File: src/lfu_pkg.sv
// ----------------------------------------------------------------------------
// lfu_pkg
// Shared types and constants for the LFU key-value store.
// ----------------------------------------------------------------------------
package lfu_pkg;

  localparam int MAX_ENTRIES = 16;
  localparam int IDX_W       = $clog2(MAX_ENTRIES);
  localparam int CNT_W       = $clog2(MAX_ENTRIES + 1);
  localparam int CAP_W       = 5;
  localparam int KEY_W       = 32;
  localparam int DATA_W      = 32;
  localparam int USE_W       = 16;
  localparam int STAMP_W     = 32;
  localparam int ENTRY_W     = KEY_W + DATA_W + USE_W + STAMP_W;
  localparam logic [USE_W-1:0] USE_MAX = '1;
  localparam logic [DATA_W-1:0] MISS_VALUE = '1;

  localparam logic CMD_GET = 1'b0;
  localparam logic CMD_PUT = 1'b1;

  typedef struct packed {
    logic                     command;
    logic signed [KEY_W-1:0]  key;
    logic signed [DATA_W-1:0] value;
  } req_t;

  typedef struct packed {
    logic                     found;
    logic signed [DATA_W-1:0] read_value;
  } rsp_t;

  typedef struct packed {
    logic [KEY_W-1:0]   key;
    logic [DATA_W-1:0]  data;
    logic [USE_W-1:0]   use_count;
    logic [STAMP_W-1:0] stamp;
  } entry_t;

  typedef enum logic [2:0] {
    ST_IDLE,
    ST_SCAN,
    ST_LAST,
    ST_WRITE
  } state_t;

endpackage

File: src/lfu_ram.sv
// ----------------------------------------------------------------------------
// lfu_ram
// Generic single-port-write, single-port-read RAM with registered read.
// ----------------------------------------------------------------------------
module lfu_ram #(
  parameter int WIDTH = 8,
  parameter int DEPTH = 16
) (
  input  logic                     clk,
  input  logic                     we,
  input  logic [$clog2(DEPTH)-1:0] waddr,
  input  logic [WIDTH-1:0]         wdata,
  input  logic [$clog2(DEPTH)-1:0] raddr,
  output logic [WIDTH-1:0]         rdata
);

  logic [WIDTH-1:0] mem [DEPTH];

  always_ff @(posedge clk) begin
    if (we) begin
      mem[waddr] <= wdata;
    end
    rdata <= mem[raddr];
  end

endmodule

File: src/lfu_cache_store.sv
// ----------------------------------------------------------------------------
// lfu_cache_store
// Key-value store with least-frequently-used replacement, oldest stamp breaks
// ties. Entries live in one RAM; each transaction scans every slot.
// ----------------------------------------------------------------------------
//  channel   signals                        direction
//  request   start, busy, req               in  (accepted: start & !busy)
//  result    rsp_valid, rsp                 out (one-cycle strobe)
//  config    capacity_we, capacity_wdata    in
//
//  A transaction keeps busy high through ST_SCAN, ST_LAST and ST_WRITE: one RAM
//  read per slot in ST_SCAN, the last read checked in ST_LAST, one write-back in
//  ST_WRITE. The result strobes in the first cycle after write-back,
//  when busy is already low. Reset clears valid bits, occupancy, stamp counter
//  and capacity (to 16). The receiver cannot stall.
module lfu_cache_store (
  input  logic                                clk,
  input  logic                                rst,
  input  logic                                start,
  output logic                                busy,
  input  lfu_pkg::req_t                       req,
  output logic                                rsp_valid,
  output lfu_pkg::rsp_t                       rsp,
  input  logic                                capacity_we,
  input  logic [lfu_pkg::CAP_W-1:0]           capacity_wdata
);

  lfu_pkg::state_t state, state_next;
  logic [lfu_pkg::CAP_W-1:0]   capacity;
  logic [lfu_pkg::MAX_ENTRIES-1:0] valid;
  logic [lfu_pkg::CNT_W-1:0]   occupied;
  logic [lfu_pkg::STAMP_W-1:0] stamp_counter;
  lfu_pkg::req_t               cur;
  logic [lfu_pkg::IDX_W-1:0]   raddr;
  logic [lfu_pkg::IDX_W-1:0]   chk;
  logic                        hit;
  logic [lfu_pkg::IDX_W-1:0]   hit_idx;
  lfu_pkg::entry_t             hit_ent;
  logic                        vic_ok;
  logic [lfu_pkg::IDX_W-1:0]   vic_idx;
  logic [lfu_pkg::USE_W-1:0]   vic_use;
  logic [lfu_pkg::STAMP_W-1:0] vic_stamp;
  lfu_pkg::entry_t             rdata;
  logic                        we;
  logic [lfu_pkg::IDX_W-1:0]   waddr;
  lfu_pkg::entry_t             wdata;
  logic                        free_ok;
  logic [lfu_pkg::IDX_W-1:0]   free_idx;
  logic [lfu_pkg::CNT_W-1:0]   cap_eff;
  logic [lfu_pkg::STAMP_W-1:0] stamp_inc;
  logic                        do_ins;
  logic                        do_upd;
  logic                        better;

  lfu_ram #(
    .WIDTH(lfu_pkg::ENTRY_W),
    .DEPTH(lfu_pkg::MAX_ENTRIES)
  ) u_ram (
    .clk  (clk),
    .we   (we),
    .waddr(waddr),
    .wdata(wdata),
    .raddr(raddr),
    .rdata(rdata)
  );

  always_comb begin
    free_ok  = 1'b0;
    free_idx = '0;
    for (int i = lfu_pkg::MAX_ENTRIES - 1; i >= 0; i--) begin
      if (!valid[i]) begin
        free_ok  = 1'b1;
        free_idx = lfu_pkg::IDX_W'(i);
      end
    end
  end

  always_comb begin
    if (capacity > lfu_pkg::CAP_W'(lfu_pkg::MAX_ENTRIES)) begin
      cap_eff = lfu_pkg::CNT_W'(lfu_pkg::MAX_ENTRIES);
    end else begin
      cap_eff = lfu_pkg::CNT_W'(capacity);
    end
  end

  assign stamp_inc = stamp_counter + 1'b1;
  assign better = !vic_ok || rdata.use_count < vic_use ||
                  (rdata.use_count == vic_use && rdata.stamp < vic_stamp);

  always_comb begin
    state_next = state;
    busy       = state != lfu_pkg::ST_IDLE;
    case (state)
      lfu_pkg::ST_IDLE:  if (start) state_next = lfu_pkg::ST_SCAN;
      lfu_pkg::ST_SCAN:  if (raddr == lfu_pkg::IDX_W'(lfu_pkg::MAX_ENTRIES - 1))
                           state_next = lfu_pkg::ST_LAST;
      lfu_pkg::ST_LAST:  state_next = lfu_pkg::ST_WRITE;
      lfu_pkg::ST_WRITE: state_next = lfu_pkg::ST_IDLE;
      default:           state_next = lfu_pkg::ST_IDLE;
    endcase
  end

  always_comb begin
    do_upd = (state == lfu_pkg::ST_WRITE) && hit &&
             (cur.command == lfu_pkg::CMD_GET || cap_eff != '0);
    do_ins = (state == lfu_pkg::ST_WRITE) && !hit &&
             cur.command == lfu_pkg::CMD_PUT && cap_eff != '0 &&
             ((occupied >= cap_eff) ? vic_ok : free_ok);
    we    = do_upd || do_ins;
    waddr = hit ? hit_idx : ((occupied >= cap_eff) ? vic_idx : free_idx);
    wdata = hit_ent;
    if (do_upd) begin
      wdata.stamp = stamp_inc;
      if (hit_ent.use_count != lfu_pkg::USE_MAX)
        wdata.use_count = hit_ent.use_count + 1'b1;
      if (cur.command == lfu_pkg::CMD_PUT) wdata.data = cur.value;
    end else begin
      wdata.key       = cur.key;
      wdata.data      = cur.value;
      wdata.use_count = lfu_pkg::USE_W'(1);
      wdata.stamp     = stamp_inc;
    end
  end

  always_ff @(posedge clk) begin
    if (rst) begin
      state         <= lfu_pkg::ST_IDLE;
      capacity      <= lfu_pkg::CAP_W'(16);
      valid         <= '0;
      occupied      <= '0;
      stamp_counter <= '0;
      rsp_valid     <= 1'b0;
    end else begin
      state     <= state_next;
      rsp_valid <= 1'b0;
      if (capacity_we) capacity <= capacity_wdata;
      if (state == lfu_pkg::ST_WRITE) rsp_valid <= 1'b1;
      if (we) stamp_counter <= stamp_inc;
      if (do_ins) begin
        valid[waddr] <= 1'b1;
        if (occupied < cap_eff) occupied <= occupied + 1'b1;
      end
    end
  end

  always_ff @(posedge clk) begin
    case (state)
      lfu_pkg::ST_IDLE: begin
        cur    <= req;
        raddr  <= '0;
        chk    <= '0;
        hit    <= 1'b0;
        vic_ok <= 1'b0;
      end
      lfu_pkg::ST_SCAN, lfu_pkg::ST_LAST: begin
        if (state == lfu_pkg::ST_SCAN) raddr <= raddr + 1'b1;
        if (state == lfu_pkg::ST_LAST || raddr != '0) begin
          chk <= chk + 1'b1;
          if (valid[chk]) begin
            if (!hit && rdata.key == cur.key) begin
              hit     <= 1'b1;
              hit_idx <= chk;
              hit_ent <= rdata;
            end
            if (better) begin
              vic_ok    <= 1'b1;
              vic_idx   <= chk;
              vic_use   <= rdata.use_count;
              vic_stamp <= rdata.stamp;
            end
          end
        end
      end
      lfu_pkg::ST_WRITE: begin
        rsp.found <= hit;
        if (cur.command == lfu_pkg::CMD_PUT) rsp.read_value <= '0;
        else if (hit) rsp.read_value <= hit_ent.data;
        else rsp.read_value <= lfu_pkg::MISS_VALUE;
      end
      default: ;
    endcase
  end

endmodule
File: config.mk
export PLATFORM = sky130hd
export DESIGN_NAME = lfu_cache_store
export DESIGN_NICKNAME = d
export VERILOG_FILES = /design/src/lfu_pkg.sv /design/src/lfu_ram.sv /design/src/lfu_cache_store.sv
export SDC_FILE = /design/constraint.sdc
export NUM_CORES = 2
export LEC_CHECK = 0
export ABC_AREA = 1
export BUFFER_PORTS_ARGS = -buffer_cell sky130_fd_sc_hd__buf_4
export CORE_MARGIN = 2
export CORE_UTILIZATION = 50
export DETAILED_ROUTE_END_ITERATION = 6
export MAX_ROUTING_LAYER = met4
export PLACE_DENSITY = 0.77
export SLEW_MARGIN = 10
export SYNTH_ARGS = -nofsm -noshare
export SYNTH_HDL_FRONTEND = slang
export SYNTH_HIERARCHICAL = 1
export SYNTH_SLANG_ARGS = --single-unit
export TNS_END_PERCENT = 5
File: constraint.sdc
create_clock -name clk -period 19.7 [get_ports clk]
set_input_delay 1.97 -clock clk [delete_from_list [all_inputs] [get_ports clk]]
set_output_delay 1.97 -clock clk [all_outputs]
set_load 0.02 [all_outputs]
==> impl_metrics.toml <==
[synthesis]
ys_seq_area_share_pct = 69.6
synth.largest_area_cell = "edfxtp_1"
yosys.area.top_type_share_pct = 65.9
synth_ff_type = "edfxtp_1"
ys_types = 53
synth_cells = 8732
syn_area_per_cell_sq_um = 10.6
ys_top_cells_by_count = "2,596 x nand2_1, 2,036 x edfxtp_1, 1,539 x inv_1"
synth.most_common_cell = "nand2_1"
async_reset_ff_share_pct = 0
synthesis.area_sq_um = 92800
syn_nets = 8868
yosys-top-cells-area = "edfxtp_1 66%, nand2_1 11%, nand3_1 7.4%"
synth_edf_count = 2036
ys_seq_elements = 2209
ys_warn_count = 6

[cts]
cts.sinks = 2209
clk_pin_slew_ps = 60
post_cts.repair.setup_buffers = 0
cts_tree = "built"
insertion_delay_ps = 870
cts-resized-gates = 0
cts_buffer_depth = 3
hold_buffers = 0
cts_buffers = 212
cts-root-buf = "clkbuf_16"
htreeDepth = 4

[drt]
antenna_left = 0
drt_iter0_drc = 7869
first_pass_iters = 6
vias_per_cell = 5.42
routed_wl_um = 223000
wl_per_cell_um = 19.5
route.detailed.drc = 0
vias = 61900

[sta]
slew_violations = 0
tns_ps = 0
tightest_slew_ps = 1250
whs_ps = 399
post-route-period-util_pct = 31.8
max_freq_ghz = 0.160
min_period_ps = 6260
final-setup-viol-count = 0
grt_setup_unrepaired = "no"
hold_violations = 0
fin_skew_ps = 48.3
relSlewSlack_pct = 15.8

[final_layout]
final_cells = 11400
drive_gt1_share_pct = 7.07
nNetsFinal = 8903
syn_to_final_growth_pct = 11.2

[floorplan]
rows = 158
start_util_pct = 50.2
fp.dieW_um = 435
dieArea_sq_um = 189000
die_h_um = 435
core_sq_um = 185000
io_pins = 109

[critical_path]
cpPeakStageDelay_ps = 1020
r2r_start = "capacity[0]$_SDFFE_PP0P_"
crit_type = "reg -> reg"
worstPathCellList = "nor4_1 > o21ai_0 > ha_1 > a21oi_1 > or2_1 > and3_1 > nand2_1 > inv_2 > nand4_1 > o211ai_2 > nand2_2 > nand3_1 > nor2_4 > buf_4 > buf_4"
crit_path_frequent_cell = "buf_4"
crit_required_ps = 20150
cp_max_fo = 45
startpoint = "capacity[0]$_SDFFE_PP0P_"
end_kind = "flop"
start_kind = "flop"
crit_path_top_delay_cell = "nor2_4"
crit_arrival_ps = 6710

[run_status]
status = "completed"

[global_routing]
grt_max_degree = 277
grt-ovfl-total = 0
grt_pass1_vias = 61200
grt_pass1_wl_um = 344000
antenna_found_initial = 2
grt_usage_pct = 23.9

[placement]
hpwl_um = 118000
dp.cells = 11000
place.port_buffers = 108
gp_congestion = 0.856

[worst_hold_path]
hold_path_class = "reg -> reg"
hold_start = "u_ram/rdata[74]$_DFF_P_"

[power]
p_leak_nw = 43.4
power_density_nw_per_um2 = 140
ir_drop_mv = 0.167

[job]
maxCapViolCount = 0
-- report_power, final --
| group | switching [mW] | internal [mW] | leakage (nW) |
|---|---|---|---|
| combinational | 3.16 | 1.11 | 19.8 |
| clock | 1.75 | 2.42 | 3.51 |
| sequential | 0.176 | 5.82 | 20.1 |
| total | 5.09 | 9.35 | 43.4 |
-- layout by cell type (no fill, tap or decap), types with 61 or more instances in the layout --
cell type | netlist | routed
clkbuf_16 | 0 | 215
clkbuf_1 | 113 | 61
a21oi_1 | 97 | 97
edfxtp_1 | 2036 | 2036
dfxtp_1 | 173 | 173
nor2_1 | 138 | 118
nand3_1 | 1375 | 1375
o21ai_0 | 114 | 99
inv_1 | 1539 | 1538
nand2_1 | 2596 | 2595
buf_4 | 32 | 226
-- worst max-delay path: cells and delay by family (launching register included) --
kind / cells / cell delay, ps
flops: 1 / 330
compound gates: 3 / 370
simple gates: 8 / 3090
buf+inv: 3 / 1630
fa+ha+maj: 1 / 340
-- final timing paths --
check                                      to  slack, ps  depth (start not counted)
setup reg to reg  u_ram/mem[14][90]$_DFFE_PP_      13440                         15
hold reg to reg         hit_ent[74]$_DFFE_PP_        400                          0
setup / recovery  u_ram/mem[14][90]$_DFFE_PP_      13440                         15
hold / removal          hit_ent[74]$_DFFE_PP_        400                          0
-- per-layer routing --
layer	share of wire, %	track usage (%)
met5	0	-
met4	3.2	8.41
met3	9.6	4.02
met2	48	37.8
met1	40	31.4
-- logic make-up (layout without fill, tap and decap cells) --
| family | after synthesis | count (layout) | share of synthesized area [%] |
|---|---|---|---|
| simple gates | 4196 | 4196 | 19.1 |
| flops | 2209 | 2209 | 69.6 |
| compound gates | 252 | 252 | 1.48 |
| other cells | 0 | 1 | 0 |
| xor+xnor | 47 | 47 | 0.460 |
| buf+inv | 1966 | 2190 | 8.45 |
| fa+ha+maj | 62 | 62 | 0.836 |
-- per-stage QoR --
| stage | util (%) | instance area (sq um) | power, mW | worst slack, ps |
|---|---|---|---|---|
| after CTS | 55.8 | 103000 | 14.4 | 13550 |
| after global routing | 55.8 | 103000 | 15.1 | 13150 |
| after floorplan | - | 92800 | 8.91 | 11920 |
| after global placement | 51.9 | 95900 | 10.1 | 13570 |
| after detailed placement | 51.9 | 95900 | 10.3 | 13630 |
| final | 55.8 | 103000 | 14.4 | 13440 |
-- area by class of cell --
class / count / area (sq um)
multi-input combinational: 4557 / 20600
inverter: 1556 / 5880
clock inverter: 104 / 1280
clock buffer: 299 / 5930
sequential: 2209 / 64600
antenna: 1 / 2.50
tap: 2480 / 3100
timing repair buffer: 231 / 1800
fill: 14400 / 81700
-- registers in the layout (all words and copies together), names as in the netlist, 16 cells and up --
name,count
cur,65
hit_ent,80
rsp,33
stamp_counter,32
u_ram/mem,1792
u_ram/rdata,112
valid,16
vic_stamp,32
vic_use,16
Note: power is estimated with default switching activity, not from simulation.
